==> src/assert_macros.svh <==
`ifndef ASSERT_MACROS_SVH
`define ASSERT_MACROS_SVH

// Concurrent checks on clk, switched off while arst_n is low.
`define ASSERT_ALWAYS(label, expr, msg) \
	label: assert property (@(posedge clk) disable iff (!arst_n) (expr)) else $error(msg);

`define ASSERT_IMPLIES(label, ante, cons, msg) \
	label: assert property (@(posedge clk) disable iff (!arst_n) (ante) |-> (cons)) \
		else $error(msg);

`endif

==> src/dcvag_pkg.sv <==
package dcvag_pkg;

	localparam int BLOCK_PAIRS     = 4096;
	localparam int CH1_CHUNK_BYTES = 32768;
	localparam int CH2_CHUNK_BYTES = 65536;
	localparam int HANG_BLOCKS     = 7;

	localparam int SAMPLE_W    = 8;
	localparam int LEVEL_W     = 8;
	localparam int THR_W       = 8;
	localparam int EVT_W       = 2;
	localparam int CH1_COUNT_W = 16;
	localparam int CH2_COUNT_W = 17;
	localparam int CFG_IDX_W   = 2;
	localparam int CFG_DATA_W  = 8;

	localparam int ABS_W       = SAMPLE_W;
	localparam int IDX_W       = $clog2(BLOCK_PAIRS);
	localparam int BLOCK_SHIFT = $clog2(BLOCK_PAIRS);
	localparam int SUM_W       = $clog2(BLOCK_PAIRS * (2 ** (SAMPLE_W - 1)) + 2);
	localparam int HANG_W      = $clog2(HANG_BLOCKS + 2);
	localparam int CH1_BYTES_W = $clog2(CH1_CHUNK_BYTES + BLOCK_PAIRS);
	localparam int CH2_BYTES_W = $clog2(CH2_CHUNK_BYTES + BLOCK_PAIRS);
	localparam int BYTES_W     = (CH1_BYTES_W > CH2_BYTES_W) ? CH1_BYTES_W : CH2_BYTES_W;

	typedef enum logic [EVT_W-1:0] {
		EV_NONE       = 2'd0,
		EV_CHUNK_FULL = 2'd1,
		EV_CLOSED     = 2'd2
	} gate_evt_t;

	typedef enum logic [CFG_IDX_W-1:0] {
		REG_CH1_THR = 2'd0,
		REG_CH2_THR = 2'd1,
		REG_CH2_DIS = 2'd2
	} cfg_idx_t;

	typedef struct packed {
		logic signed [SAMPLE_W-1:0] ch1_sample;
		logic signed [SAMPLE_W-1:0] ch2_sample;
	} sample_t;

	typedef struct packed {
		logic [LEVEL_W-1:0]     ch1_level;
		logic [LEVEL_W-1:0]     ch2_level;
		gate_evt_t              ch1_event;
		logic [CH1_COUNT_W-1:0] ch1_count;
		gate_evt_t              ch2_event;
		logic [CH2_COUNT_W-1:0] ch2_count;
		logic                   ch1_active;
		logic                   ch2_active;
	} result_t;

	typedef struct packed {
		logic [HANG_W-1:0]  hang;
		logic               started;
		logic               close;
		gate_evt_t          evt;
		logic [BYTES_W-1:0] count;
	} gate_res_t;

	function automatic logic [ABS_W-1:0] abs_sample(input logic signed [SAMPLE_W-1:0] s);
		logic [ABS_W-1:0] u;
		u = ABS_W'(s);
		return u[ABS_W-1] ? (~u + 1'b1) : u;
	endfunction

	function automatic gate_res_t gate_step(
		input logic [LEVEL_W-1:0] level,
		input logic [THR_W-1:0]   thr,
		input logic [BYTES_W-1:0] bytes,
		input logic [HANG_W-1:0]  hang,
		input logic               started,
		input logic [BYTES_W-1:0] chunk
	);
		gate_res_t r;
		r.hang    = hang;
		r.started = started;
		r.close   = 1'b0;
		r.evt     = EV_NONE;
		r.count   = '0;
		if (level < thr) begin
			r.hang    = '0;
			r.started = 1'b1;
		end else if (hang > HANG_W'(HANG_BLOCKS)) begin
			r.hang    = '0;
			r.started = 1'b0;
			r.close   = 1'b1;
			r.evt     = EV_CLOSED;
			r.count   = bytes;
		end else if (started) begin
			r.hang = hang + 1'b1;
		end
		if (r.started && bytes >= chunk) begin
			r.evt = EV_CHUNK_FULL;
		end
		return r;
	endfunction

endpackage

==> src/dual_channel_voice_activity_gate.sv <==
// A block's last pair is loaded into the input register, then updates state and loads the result
// register; a stalled full result register can hold that pair in the input register.
// Throughput: one sample pair per cycle; the input stage holds only when a block's last
// pair meets a full result register that is stalled.
// Reset (arst_n low, asynchronous): pair index, byte and hangover counts and capture
// flags clear, sums load one, valid flags and configuration registers clear.
`include "assert_macros.svh"

module dual_channel_voice_activity_gate
	import dcvag_pkg::*;
(
	input  logic                  clk,
	input  logic                  arst_n,
	input  logic                  sample_valid,
	output logic                  sample_stall,
	input  sample_t               sample,
	output logic                  result_valid,
	input  logic                  result_stall,
	output result_t               result,
	input  logic                  cfg_valid,
	output logic                  cfg_ready,
	input  logic [CFG_IDX_W-1:0]  cfg_index,
	input  logic [CFG_DATA_W-1:0] cfg_data
);

	logic [THR_W-1:0]       ch1_thr_q;
	logic [THR_W-1:0]       ch2_thr_q;
	logic                   ch2_dis_q;

	logic                   valid_s1;
	sample_t                sample_s1;

	logic [IDX_W-1:0]       pair_index_q;
	logic [SUM_W-1:0]       ch1_sum_q;
	logic [SUM_W-1:0]       ch2_sum_q;
	logic [CH1_BYTES_W-1:0] ch1_bytes_q;
	logic [CH2_BYTES_W-1:0] ch2_bytes_q;
	logic [HANG_W-1:0]      ch1_hang_q;
	logic [HANG_W-1:0]      ch2_hang_q;
	logic                   ch1_started_q;
	logic                   ch2_started_q;

	logic                   result_valid_q;
	result_t                result_q;

	logic                   first;
	logic                   last;
	logic                   go;
	logic [SUM_W-1:0]       ch1_sum_new;
	logic [SUM_W-1:0]       ch2_sum_new;
	logic [CH1_BYTES_W-1:0] ch1_bytes_new;
	logic [CH2_BYTES_W-1:0] ch2_bytes_new;
	logic [LEVEL_W-1:0]     ch1_level;
	logic [LEVEL_W-1:0]     ch2_level;
	gate_res_t              g1;
	gate_res_t              g2;
	result_t                result_d;

	assign cfg_ready    = 1'b1;
	assign result_valid = result_valid_q;
	assign result       = result_q;

	assign first        = (pair_index_q == '0);
	assign last         = (pair_index_q == IDX_W'(BLOCK_PAIRS - 1));
	assign go           = valid_s1 && (!last || !result_valid_q || !result_stall);
	assign sample_stall = valid_s1 && !go;

	always_comb begin
		ch1_sum_new = ch1_sum_q + SUM_W'(abs_sample(sample_s1.ch1_sample));
		ch2_sum_new = ch2_sum_q + SUM_W'(abs_sample(sample_s1.ch2_sample));

		if (first && (ch1_bytes_q >= CH1_BYTES_W'(CH1_CHUNK_BYTES) || !ch1_started_q)) begin
			ch1_bytes_new = CH1_BYTES_W'(1);
		end else begin
			ch1_bytes_new = ch1_bytes_q + 1'b1;
		end
		if (first && (ch2_bytes_q >= CH2_BYTES_W'(CH2_CHUNK_BYTES) || !ch2_started_q)) begin
			ch2_bytes_new = CH2_BYTES_W'(1);
		end else begin
			ch2_bytes_new = ch2_bytes_q + 1'b1;
		end

		ch1_level = LEVEL_W'(ch1_sum_new >> BLOCK_SHIFT);
		ch2_level = LEVEL_W'(ch2_sum_new >> BLOCK_SHIFT);

		g1 = gate_step(ch1_level, ch1_thr_q, BYTES_W'(ch1_bytes_new), ch1_hang_q,
			ch1_started_q, BYTES_W'(CH1_CHUNK_BYTES));
		g2 = gate_step(ch2_level, ch2_thr_q, BYTES_W'(ch2_bytes_new), ch2_hang_q,
			ch2_started_q, BYTES_W'(CH2_CHUNK_BYTES));

		result_d.ch1_level  = ch1_level;
		result_d.ch2_level  = ch2_level;
		result_d.ch1_event  = g1.evt;
		result_d.ch1_count  = CH1_COUNT_W'(g1.count);
		result_d.ch1_active = g1.started;
		if (ch2_dis_q) begin
			result_d.ch2_event  = EV_NONE;
			result_d.ch2_count  = '0;
			result_d.ch2_active = ch2_started_q;
		end else begin
			result_d.ch2_event  = g2.evt;
			result_d.ch2_count  = CH2_COUNT_W'(g2.count);
			result_d.ch2_active = g2.started;
		end
	end

	always_ff @(posedge clk or negedge arst_n) begin
		if (!arst_n) begin
			ch1_thr_q <= '0;
			ch2_thr_q <= '0;
			ch2_dis_q <= 1'b0;
		end else if (cfg_valid && cfg_ready) begin
			unique case (cfg_index)
				REG_CH1_THR: ch1_thr_q <= THR_W'(cfg_data);
				REG_CH2_THR: ch2_thr_q <= THR_W'(cfg_data);
				REG_CH2_DIS: ch2_dis_q <= cfg_data[0];
				default: ;
			endcase
		end
	end

	always_ff @(posedge clk or negedge arst_n) begin
		if (!arst_n) begin
			valid_s1 <= 1'b0;
		end else if (!sample_stall) begin
			valid_s1 <= sample_valid;
		end
	end

	always_ff @(posedge clk) begin
		if (sample_valid && !sample_stall) begin
			sample_s1 <= sample;
		end
	end

	always_ff @(posedge clk or negedge arst_n) begin
		if (!arst_n) begin
			pair_index_q  <= '0;
			ch1_sum_q     <= SUM_W'(1);
			ch2_sum_q     <= SUM_W'(1);
			ch1_bytes_q   <= '0;
			ch2_bytes_q   <= '0;
			ch1_hang_q    <= '0;
			ch2_hang_q    <= '0;
			ch1_started_q <= 1'b0;
			ch2_started_q <= 1'b0;
		end else if (go) begin
			if (!last) begin
				pair_index_q <= pair_index_q + 1'b1;
				ch1_sum_q    <= ch1_sum_new;
				ch2_sum_q    <= ch2_sum_new;
				ch1_bytes_q  <= ch1_bytes_new;
				ch2_bytes_q  <= ch2_bytes_new;
			end else begin
				pair_index_q  <= '0;
				ch1_sum_q     <= SUM_W'(1);
				ch2_sum_q     <= SUM_W'(1);
				ch1_hang_q    <= g1.hang;
				ch1_started_q <= g1.started;
				ch1_bytes_q   <= g1.close ? '0 : ch1_bytes_new;
				if (ch2_dis_q) begin
					ch2_bytes_q <= ch2_bytes_new;
				end else begin
					ch2_hang_q    <= g2.hang;
					ch2_started_q <= g2.started;
					ch2_bytes_q   <= g2.close ? '0 : ch2_bytes_new;
				end
			end
		end
	end

	always_ff @(posedge clk or negedge arst_n) begin
		if (!arst_n) begin
			result_valid_q <= 1'b0;
		end else if (go && last) begin
			result_valid_q <= 1'b1;
		end else if (!result_stall) begin
			result_valid_q <= 1'b0;
		end
	end

	always_ff @(posedge clk) begin
		if (go && last) begin
			result_q <= result_d;
		end
	end

	`ASSERT_IMPLIES(a_result_at_block_end, $rose(result_valid_q), pair_index_q == '0,
		"result without block end")
	`ASSERT_IMPLIES(a_sum_restart, pair_index_q == '0,
		ch1_sum_q == SUM_W'(1) && ch2_sum_q == SUM_W'(1), "sum not restarted at block start")
	`ASSERT_IMPLIES(a_hang_needs_capture, ch1_hang_q != '0 || ch2_hang_q != '0,
		(ch1_hang_q == '0 || ch1_started_q) && (ch2_hang_q == '0 || ch2_started_q),
		"hangover count while idle")
	`ASSERT_IMPLIES(a_closed_count, result_valid_q && result_q.ch1_event == EV_CLOSED,
		result_q.ch1_count != '0, "closed capture with no bytes")
	`ASSERT_ALWAYS(a_bytes_bound,
		ch1_bytes_q < CH1_BYTES_W'(CH1_CHUNK_BYTES + BLOCK_PAIRS),
		"channel one byte count overrun")

endmodule
==> config.mk <==
export PLATFORM = sky130hd
export DESIGN_NAME = dual_channel_voice_activity_gate
export DESIGN_NICKNAME = d
export VERILOG_FILES = /design/src/dcvag_pkg.sv /design/src/dual_channel_voice_activity_gate.sv
export VERILOG_INCLUDE_DIRS = /design/src /design/src/src
export SDC_FILE = /design/constraint.sdc
export NUM_CORES = 1
export LEC_CHECK = 0
export ABC_AREA = 1
export BUFFER_PORTS_ARGS = -buffer_cell sky130_fd_sc_hd__buf_2
export CORE_MARGIN = 4
export CORE_UTILIZATION = 45
export CTS_CLUSTER_SIZE = 20
export DETAILED_ROUTE_END_ITERATION = 8
export PLACE_DENSITY = 0.72
export RECOVER_POWER = 100
export SYNTH_ARGS = -nofsm -noshare
export SYNTH_HDL_FRONTEND = slang
export SYNTH_SLANG_ARGS = --single-unit
==> constraint.sdc <==
create_clock -name clk -period 3.6 [get_ports clk]
set_input_delay 0.18 -clock clk [delete_from_list [all_inputs] [get_ports clk]]
set_output_delay 0.18 -clock clk [all_outputs]
set_load 0.02 [all_outputs]
==> flow_results.org, run 1 <==
** CTS
- Number of buffers created by CTS :: 17
- Counting along the longest clock path gives a buffer depth of 2.
- Clock sink total :: around 190
- CTS built an H-tree with a depth of 4.
- The later pin in the worst-skew pair is clocked with a latency of 0.44 ns.
- Clock tree root driver cell :: sky130_fd_sc_hd__clkbuf_16
- Clock tree from TritonCTS :: yes
- Worst-path clk slew :: 0.07 ns

** Worst setup path
- Reg-to-reg critical path startpoint :: sample_s1[9]
- Critical path arrival :: 4.16 ns
- Worst Path Required :: 3.79 ns
- Measured in cells, the most critical reg-to-reg path has a length of 24.
- The setup path with the least slack is of type flop to flop.
- Crit path max fanout :: 5
- The endpoint identified for the worst register-to-register timing path is result[30].
- The worst setup path is captured at a flop.
- The critical path starts at sample_s1[9].
- Worst-case register-to-register setup slack :: -0.37 ns
- Kind of start point of the critical path :: flop

** Pwr
- The clock network is responsible for between 20% and 30% of the overall power.
- VDD sags by at most between 400 and 500 uV.
- In this run, the combinational gates consume 38.4% of the power.
- Internal power of the cells :: 4.88 mW
- The share of total power dissipated in sequential elements is 37.1%.
- Power density cells :: 574 nW/um^2
- Static leakage power :: roughly 5.9 nW
- The analysis attributes to net switching a power of 2.76 mW.
- Switching share of total power :: 36.1%

** Drt
- The first routing iteration left approximately 800 violations.
- Dividing the detail-routed via count by the number of cells gives 5.31.
- Drt pass-1 iters :: 5
- Vias :: 8936
- After detailed routing, the average wire length per cell comes to about 16 um.
- In the routed design, unresolved DRC markers number 0.
- Wires add up to 26200 um.
- DRT antenna net count :: 0

** Placed design
- HPWL after detailed placement :: 15600 um
- PortBufs :: 87
- Final Wtd Congestion :: between 0.8 and 0.9
- Post-place instance area :: 11100 um^2

** Timing
- Post-Route Hold Slack :: 0.00824 ns
- Setup violations remaining at the end of the flow were counted as 105.
- Setup WS post-layout :: -0.372 ns
- Clk_skew :: between 0.01 and 0.015 ns
- Dividing the final minimum period by the clock period gives 110%.
- Pins over their slew limit :: 70
- At the pin with the least slew margin, the transition time is 1.81 ns.
- The count of endpoints failing hold in the final timing report came to 0.
- Unrepaired setup endpoints after global routing :: true
- Worst-case headroom to the max-slew limit :: -20.3%
- Subtracting the final worst setup slack from the clock period gives 3.97 ns.
- Fmax :: 0.252 GHz

** Min path
- The startpoint identified for the worst hold timing path is result_stall.
- Worst Hold Endpoint :: result_valid
- Hold depth :: 3
- The path class of the tightest hold or removal check is primary input to flop.

** Global routing
- The first global-routing pass estimated 41300 um of wire.
- For this run, the total global-route usage over all layers was measured as 20.6%.
- Remaining Overflow, GRT :: 0
- Number of antenna violations at the first check in global routing :: 0
- Vias in the first global route :: about 8800
- Entering global routing, the biggest net connects 91 pins.

** Floorplanning
- Number of rows in the core area :: 53
- The die is ~160 um tall.
- Standard cell core area :: 21300 um^2
- From left edge to right edge, the die measures 156 um.
- The die covers 24400 um^2.
- Ports placed on the boundary :: between 80 and 90
- Once the floorplan was initialized, standard cells occupied 46.4% of the core.

** Job
- Max-cap violations in this run came to 1.

** Synthesis
- Most area-consuming cells after synthesis :: sky130_fd_sc_hd__dfrtp_1 (28%), sky130_fd_sc_hd__edfxtp_1 (22%), sky130_fd_sc_hd__nand2_1 (11%)
- For this run, asynchronously set or reset flops after synthesis account for ~62%.
- Number of enable flip-flop cells after synthesis :: 71
- Proportion of netlist area held by the largest area contributor :: 28.4%
- The number of nets handed over by synthesis was 1219.
- In this run, distinct cell masters in the synthesized netlist total 50.
- Cell type contributing the most total cell area after synthesis :: sky130_fd_sc_hd__dfrtp_1
- Number of synthesized register bits :: about 190
- The share of the Yosys chip area taken by registers is a little over 50%.
- The Yosys step of the flow raised 0 warnings.
- Syn avg cell area :: ~8.6 um^2
- Post-synth design cell area :: 9870 um^2
- Synthesized instance count :: roughly 1100
- For this run, the leading register cell type out of synthesis is sky130_fd_sc_hd__dfrtp_1.

** Layout
- The area growth from synthesis to layout is 34.8%.
- In the final layout, the share of cells above drive strength 1 is 27.6%.
- The finished cells cover 13300 um^2.
- Number of diodes added for antenna fixing :: 0
- Count of filler cells inserted in the layout :: 1697
- The final layout contains 1470 nets.

** Status
- The final reports fail on capacitance limit, slew limit, setup timing.
- Outcome :: complete, but fails checks
kinds of logic after synthesis:
logic type / Yosys count / synth area share, %
AOI/OAI and AO/OA: 168 / 9.89
xor gates and xnor gates: 28 / 2.49
adders and majority gates: 45 / 5.86
buffers and inverters: 171 / 7.19
DFF: 185 / 50.5
other: 1 / 0.0380
and+or+nand+nor: 545 / 24.0
synthesized netlist by cell type (all sizes together) (6+ instances only):
| cell type | n |
|---|---|
| ha | 43 |
| a21oi | 35 |
| inv | 148 |
| o21ai | 93 |
| o2111ai | 7 |
| xnor2 | 9 |
| nand4 | 14 |
| o31ai | 6 |
| clkbuf | 6 |
| edfxtp | 71 |
| xor2 | 19 |
| nor2 | 130 |
| buf | 17 |
| nor3 | 16 |
| nand3 | 78 |
| dfrtp | 112 |
| nand2 | 291 |
per-stage QoR:
step	cells	utilization (%)	total power [mW]	setup TNS (ns)	worst slack [ns]
5_1_grt	1682	62.5	8.09	-54.78	-0.563
2_1_floorplan	1143	-	4.14	-0.00322	-0.00322
3_3_place_gp	1561	52.3	4.88	-10.84	-0.241
6_report	1682	62.5	7.64	-27.26	-0.372
3_5_place_dp	1561	52.3	4.96	-20.16	-0.415
4_1_cts	1670	60.5	7.24	-10.58	-0.205
power groups by stage:
stage | combinational [mW] | sequential (mW) | clock (mW)
floorplan | 1.37 | 2.77 | 0
global placement | 2.05 | 2.83 | 0
detailed placement | 2.13 | 2.84 | 0
CTS | 2.54 | 2.81 | 1.90
global route | 3.23 | 2.87 | 1.99
finish | 2.93 | 2.83 | 1.87
cell usage in the layout, fill, tap and decap left out, drive strengths merged, types with 5 or more instances in the layout:
cell type / instances
clkbuf: 81
a31oi: 5
inv: 156
nor2: 130
xnor2: 9
nand3: 79
o31ai: 6
edfxtp: 71
or2: 5
nor3: 16
ha: 43
o21ai: 93
nand4: 14
dlygate4sd3: 18
xor2: 19
a21oi: 35
nand2: 295
buf: 169
o2111ai: 7
dfrtp: 112
nor4: 5
cell type report:
| class | instances | area, um^2 | area share (%) |
|---|---|---|---|
| Timing Repair Buffer | 250 | 1800 | 13.5 |
| Multi-Input combinational cell | 792 | 5030 | 37.8 |
| Clock inverter | 14 | 158 | 1.19 |
| Tap cell | 275 | 344 | 2.59 |
| Sequential cell | 185 | 4990 | 37.5 |
| Inverter | 148 | 556 | 4.18 |
| Clock buffer | 18 | 429 | 3.23 |
what timing repair did:
item | in CTS | in global routing
endpoints found under the hold margin | 83 | 0
setup endpoints to repair | 82 | 85
cloned | 6 | 1
hold buffers | 18 | 0
setup buffers | 54 | 21
resized for setup | 123 | 128
pin swaps | 35 | 72
worst max path at each step:
stage | endpoint | slack, ns | cells past startpoint
after CTS | result[9] | -0.20 | 24
after global placement | result[0] | -0.24 | 23
after floorplan | result[14] | -0.003 | 26
after detailed placement | result[0] | -0.41 | 23
after global routing | result[37] | -0.56 | 25
final | result[30] | -0.37 | 24
state kept, by name (all words and copies together), names as in the netlist:
signal         count
ch2_sum_q         20
ch1_hang_q         4
ch2_hang_q         4
ch1_sum_q         20
ch2_thr_q          8
ch1_thr_q          8
result            55
ch2_bytes_q       17
ch1_bytes_q       16
ch1_started_q      1
result_valid       1
sample_s1         16
ch2_started_q      1
valid_s1           1
ch2_dis_q          1
pair_index_q      12
critical path, cell delays in order, from the launching register on:
cell and delay, ns:
sky130_fd_sc_hd__edfxtp_1 0.40, sky130_fd_sc_hd__inv_2 0.10, sky130_fd_sc_hd__ha_4 0.15, sky130_fd_sc_hd__nand2_4 0.06, sky130_fd_sc_hd__o31ai_4 0.26, sky130_fd_sc_hd__xnor2_2 0.11, sky130_fd_sc_hd__ha_1 0.33, sky130_fd_sc_hd__nand2_2 0.09
sky130_fd_sc_hd__nor2_4 0.11, sky130_fd_sc_hd__nand2_2 0.10, sky130_fd_sc_hd__nand3_4 0.10, sky130_fd_sc_hd__nand2_4 0.06, sky130_fd_sc_hd__nor2_4 0.12, sky130_fd_sc_hd__nand2_2 0.06, sky130_fd_sc_hd__nor3_2 0.18, sky130_fd_sc_hd__xor2_1 0.23
sky130_fd_sc_hd__inv_2 0.10, sky130_fd_sc_hd__ha_4 0.26, sky130_fd_sc_hd__nand2_4 0.08, sky130_fd_sc_hd__nor2_4 0.05, sky130_fd_sc_hd__a211oi_4 0.34, sky130_fd_sc_hd__nand2_8 0.13, sky130_fd_sc_hd__buf_12 0.17, sky130_fd_sc_hd__nand2_8 0.09
sky130_fd_sc_hd__nor2_2 0.04
metal layers:
layer	global-route usage (%)	up-vias	part of all wire (%)
li1	-	4288	-
met1	26.4	4303	41
met2	35.9	292	52
met3	3.47	53	5.2
met4	6.25	0	1.7
met5	0	-	0
No activity file was read; power rests on OpenSTA's default activity.
==> inputs of run 2 (changes only) <==
--- a/config.mk
+++ b/config.mk
@@ -10,9 +10,11 @@
 export BUFFER_PORTS_ARGS = -buffer_cell sky130_fd_sc_hd__buf_2
 export CORE_MARGIN = 4
 export CORE_UTILIZATION = 45
+export CTS_BUF_LIST = sky130_fd_sc_hd__clkbuf_4 sky130_fd_sc_hd__clkbuf_8
 export CTS_CLUSTER_SIZE = 20
 export DETAILED_ROUTE_END_ITERATION = 8
-export PLACE_DENSITY = 0.72
+export GPL_ROUTABILITY_DRIVEN = 0
+export PLACE_DENSITY = 0.69
 export RECOVER_POWER = 100
 export SYNTH_ARGS = -nofsm -noshare
 export SYNTH_HDL_FRONTEND = slang
==> constraint.sdc (replaced) <==
create_clock -name clk -period 4.33 [get_ports clk]
set_input_delay 0.2165 -clock clk [delete_from_list [all_inputs] [get_ports clk]]
set_output_delay 0.2165 -clock clk [all_outputs]
set_load 0.02 [all_outputs]
==> run 2 against run 1 <==
Net effect: the flow finishes with violations (capacitance limit, slew limit); via count down 12%; sequential power down 18%; critical path depth down 5; non-clock buffer count down 131; die area unchanged; maximum frequency down 1.4%; register-to-register slack better by 0.67 ns; clock power down 40%; sequential cell count unchanged; combinational power down 51%; global-route usage down 2.9 points; utilization down 10 points.
==> flow_results.org, run 2 (synthesis results as in run 1) <==
** Status
- Outcome :: complete, but fails checks
- The checks that failed: capacitance limit, slew limit.

** CTS
- The depth of the CTS H-tree came to 4 (unchanged).
- TritonCTS built the clock tree.
- The maximum number of buffers from clock root to sink came to 2 (unchanged).
- Clock tree root driver cell :: sky130_fd_sc_hd__clkbuf_8
- The clock slew at the register clock pins of the worst setup and hold paths came to 0.10 ns (+0.03 ns).
- The CTS buffer count is 17 (unchanged).
- Clock sink total :: 185 (unchanged)
- The clock insertion delay at the later pin of the skew report came to 0.47 ns (+0.03 ns).

** Worst setup path
- Cell-by-cell listing of the critical path :: nor3_1 > nand2_1 > nor4_1 > ha_1 > nand2_1 > nor2_1 > a21boi_0 > o21ai_0 > or2_2 > and2_1 > ha_1 > nand2_1 > nor2_1 > a211oi_1 > buf_4 > nand2_4 > nand3_4 > buf_12 > nor2_1
- The register-to-register path setup slack was 0.30 ns (+0.67 ns).
- The critical path is of the flop to flop type.
- Worst Path Buf+Inv :: 2 (-1)
- Path depth of the worst reg2reg path :: 19 (-21%)
- Crit path max fanout :: 9 (+4)
- The worst register-to-register path begins at sample_s1[2].
- STA classifies the critical path endpoint as a flop.
- In this run the worst setup path begins at sample_s1[2].
- On the critical path, the stage with the largest delay is an instance of sky130_fd_sc_hd__edfxtp_1.
- Gate family responsible for the most delay along the worst path :: simple AND/OR/NAND/NOR gates
- Critical path capture point :: result[14]
- The delay of the slowest cell on the worst path came to 0.47 ns (+0.07 ns).
- The data arrival time at the worst-slack endpoint is 4.24 ns (+0.08 ns).
- The number of cells on the critical path is 19 (-21%).
- The worst endpoint required time was 4.54 ns (+0.75 ns).
- The endpoint identified for the worst register-to-register timing path is result[14].
- The worst setup path is launched from a flop.

** Layout
- Number of diodes added for antenna fixing :: 0 (unchanged)
- Leaving out fill and tap cells, the most frequent cell in the layout is sky130_fd_sc_hd__nand2_1.
- Final Net Count :: 1335 (-9.2%)
- The share of post-route cells with drive strength above 1 was 8.18% (-19 points).
- Most frequent cells in the layout :: sky130_fd_sc_hd__nand2_1 (285), sky130_fd_sc_hd__inv_1 (144), sky130_fd_sc_hd__nor2_1 (124)
- The number of flip-flops in the largest register is 55 (unchanged).
- Final Core Density :: 52.4% (-10 points)
- Signed area change from the synthesized netlist to the final layout :: 13.0%

** Floorplanning
- Ports placed on the boundary :: 89 (unchanged)
- Initial Util :: 46.4% (unchanged)
- The die area was 24400 um^2 (unchanged).
- The area of the core was 21300 um^2 (unchanged).
- Number of rows in the core area :: 53 (unchanged)
- Width of the die :: 156 um (unchanged)
- DIE HEIGHT :: 156 um (unchanged)

** Timing
- Unrepaired setup endpoints after global routing :: true
- Pins over their slew limit :: 67 (-4.3%)
- Worst Max-Slew Pin Slew :: 1.94 ns (+0.136 ns)
- Final critical-path required period :: 4.03 ns (+0.0573 ns)
- Worst-case headroom to the max-slew limit :: -29.4% (-9.0 points)
- Setup-violating endpoint count in the final report :: 0 (-100%)
- Setup WS post-layout :: 0.301 ns (+0.673 ns)
- Fmax :: 0.248 GHz (-1.4%)
- Share of the cycle needed by the critical path after routing :: 93.1% (-17 points)
- Hold Vio Cnt, Final :: 0 (unchanged)
- The post-route clock skew is 0.0148 ns (+0.00330 ns).
- Post-Route Hold Slack :: 0.0192 ns (+0.0110 ns)

** Pwr
- The leakage dissipation came to 5.03 nW (-15%).
- The post-route total power is 4.92 mW (-36%).
- Power density cells :: 441 nW/um^2 (-23%)
- The maximum vdd ir drop came to 242 uV (-43%).

** Global routing
- Number of antenna violations at the first check in global routing :: 0 (unchanged)
- The number of global-route vias before repair is 7648 (-13%).
- The total overflow reported by the global router came to 0 (unchanged).
- Total track usage :: 17.7% (-2.9 points)
- The largest net degree at the start of global routing is 91 (unchanged).
- The global-route wire length before repair is 35600 um (-14%).

** Job
- Number of violations of the max-capacitance limit :: 3 (+2)

** Drt
- 1st-iter DRT viols :: 402 (-50%)
- The number of iterations in the first detailed-routing pass was 5 (unchanged).
- The wire length per cell was 13.7 um (-12%).
- The remaining routing DRC violations came to 0 (unchanged).
- Vias :: 7860 (-12%)
- DRT antenna net count :: 0 (unchanged)
- The final wirelength was 21200 um (-19%).
- The via density per instance is 5.08 (-4.4%).

** Min path
- In this run the worst hold path is classified as primary input to flop.
- The startpoint identified for the worst hold timing path is cfg_data[2].

** Placed design
- The count of buffers from port buffering was 87 (unchanged).
- The post-DP HPWL was 14700 um (-5.7%).
- Minimum setup slack after placement :: 0.0795 ns (+0.494 ns)
run 2: cell type report:
cell class | count | area, um^2
Multi-Input combinational cell | 788 | 4190
Timing Repair Buffer | 119 | 691
Sequential cell | 185 | 4990
Tap cell | 275 | 344
Fill cell | 1971 | 10100
Clock inverter | 14 | 139
Clock buffer | 18 | 241
Inverter | 148 | 556
run 2: how the worst min path moves through the flow:
stage	to	cells after the start
after floorplan	ch1_bytes_q[0]	0
after global placement	ch1_bytes_q[6]	1
after detailed placement	ch1_bytes_q[6]	1
after CTS	ch1_thr_q[2]	3
after global routing	ch1_thr_q[2]	3
final	ch1_thr_q[2]	3
run 2: timing repair:
action                     CTS  global route
hold endpoints to repair    46             0
gates resized for setup      0            12
hold buffers                20             0
setup endpoints to repair    0            77
buffers inserted             0             5
run 2: layer usage:
layer / up-vias / global-route usage [%] / part of all wire [%]
met5: - / 0 / 0
met1: 3659 / 23.0 / 45
met4: 0 / 5.42 / 1.4
li1: 3992 / - / -
met2: 186 / 30.4 / 48
met3: 23 / 3.19 / 5.3
run 2: worst reg2reg max path, delay by kind of cell, from the launching register on:
| family | cells | cell delay (ns) |
|---|---|---|
| and+or+nand+nor | 12 | 1.87 |
| adders and majority gates | 2 | 0.68 |
| buffers and inverters | 2 | 0.30 |
| DFF | 1 | 0.47 |
| AOI/OAI and AO/OA | 3 | 0.48 |
run 2: report_power, final:
| part | switching, mW | leakage [nW] | internal, mW |
|---|---|---|---|
| Clock | 0.653 | 0.175 | 0.475 |
| Combinational | 0.894 | 2.83 | 0.561 |
| Sequential | 0.238 | 2.02 | 2.10 |
| Total | 1.78 | 5.03 | 3.13 |
run 2: through the flow:
step / std cells / TNS (ns) / instance area [um^2]
after floorplan: 1143 / 0 / 9870
after global placement: 1489 / 0 / 10600
after detailed placement: 1489 / 0 / 10600
after CTS: 1541 / 0 / 11100
after global routing: 1547 / -0.0598 / 11100
final: 1547 / 0 / 11100
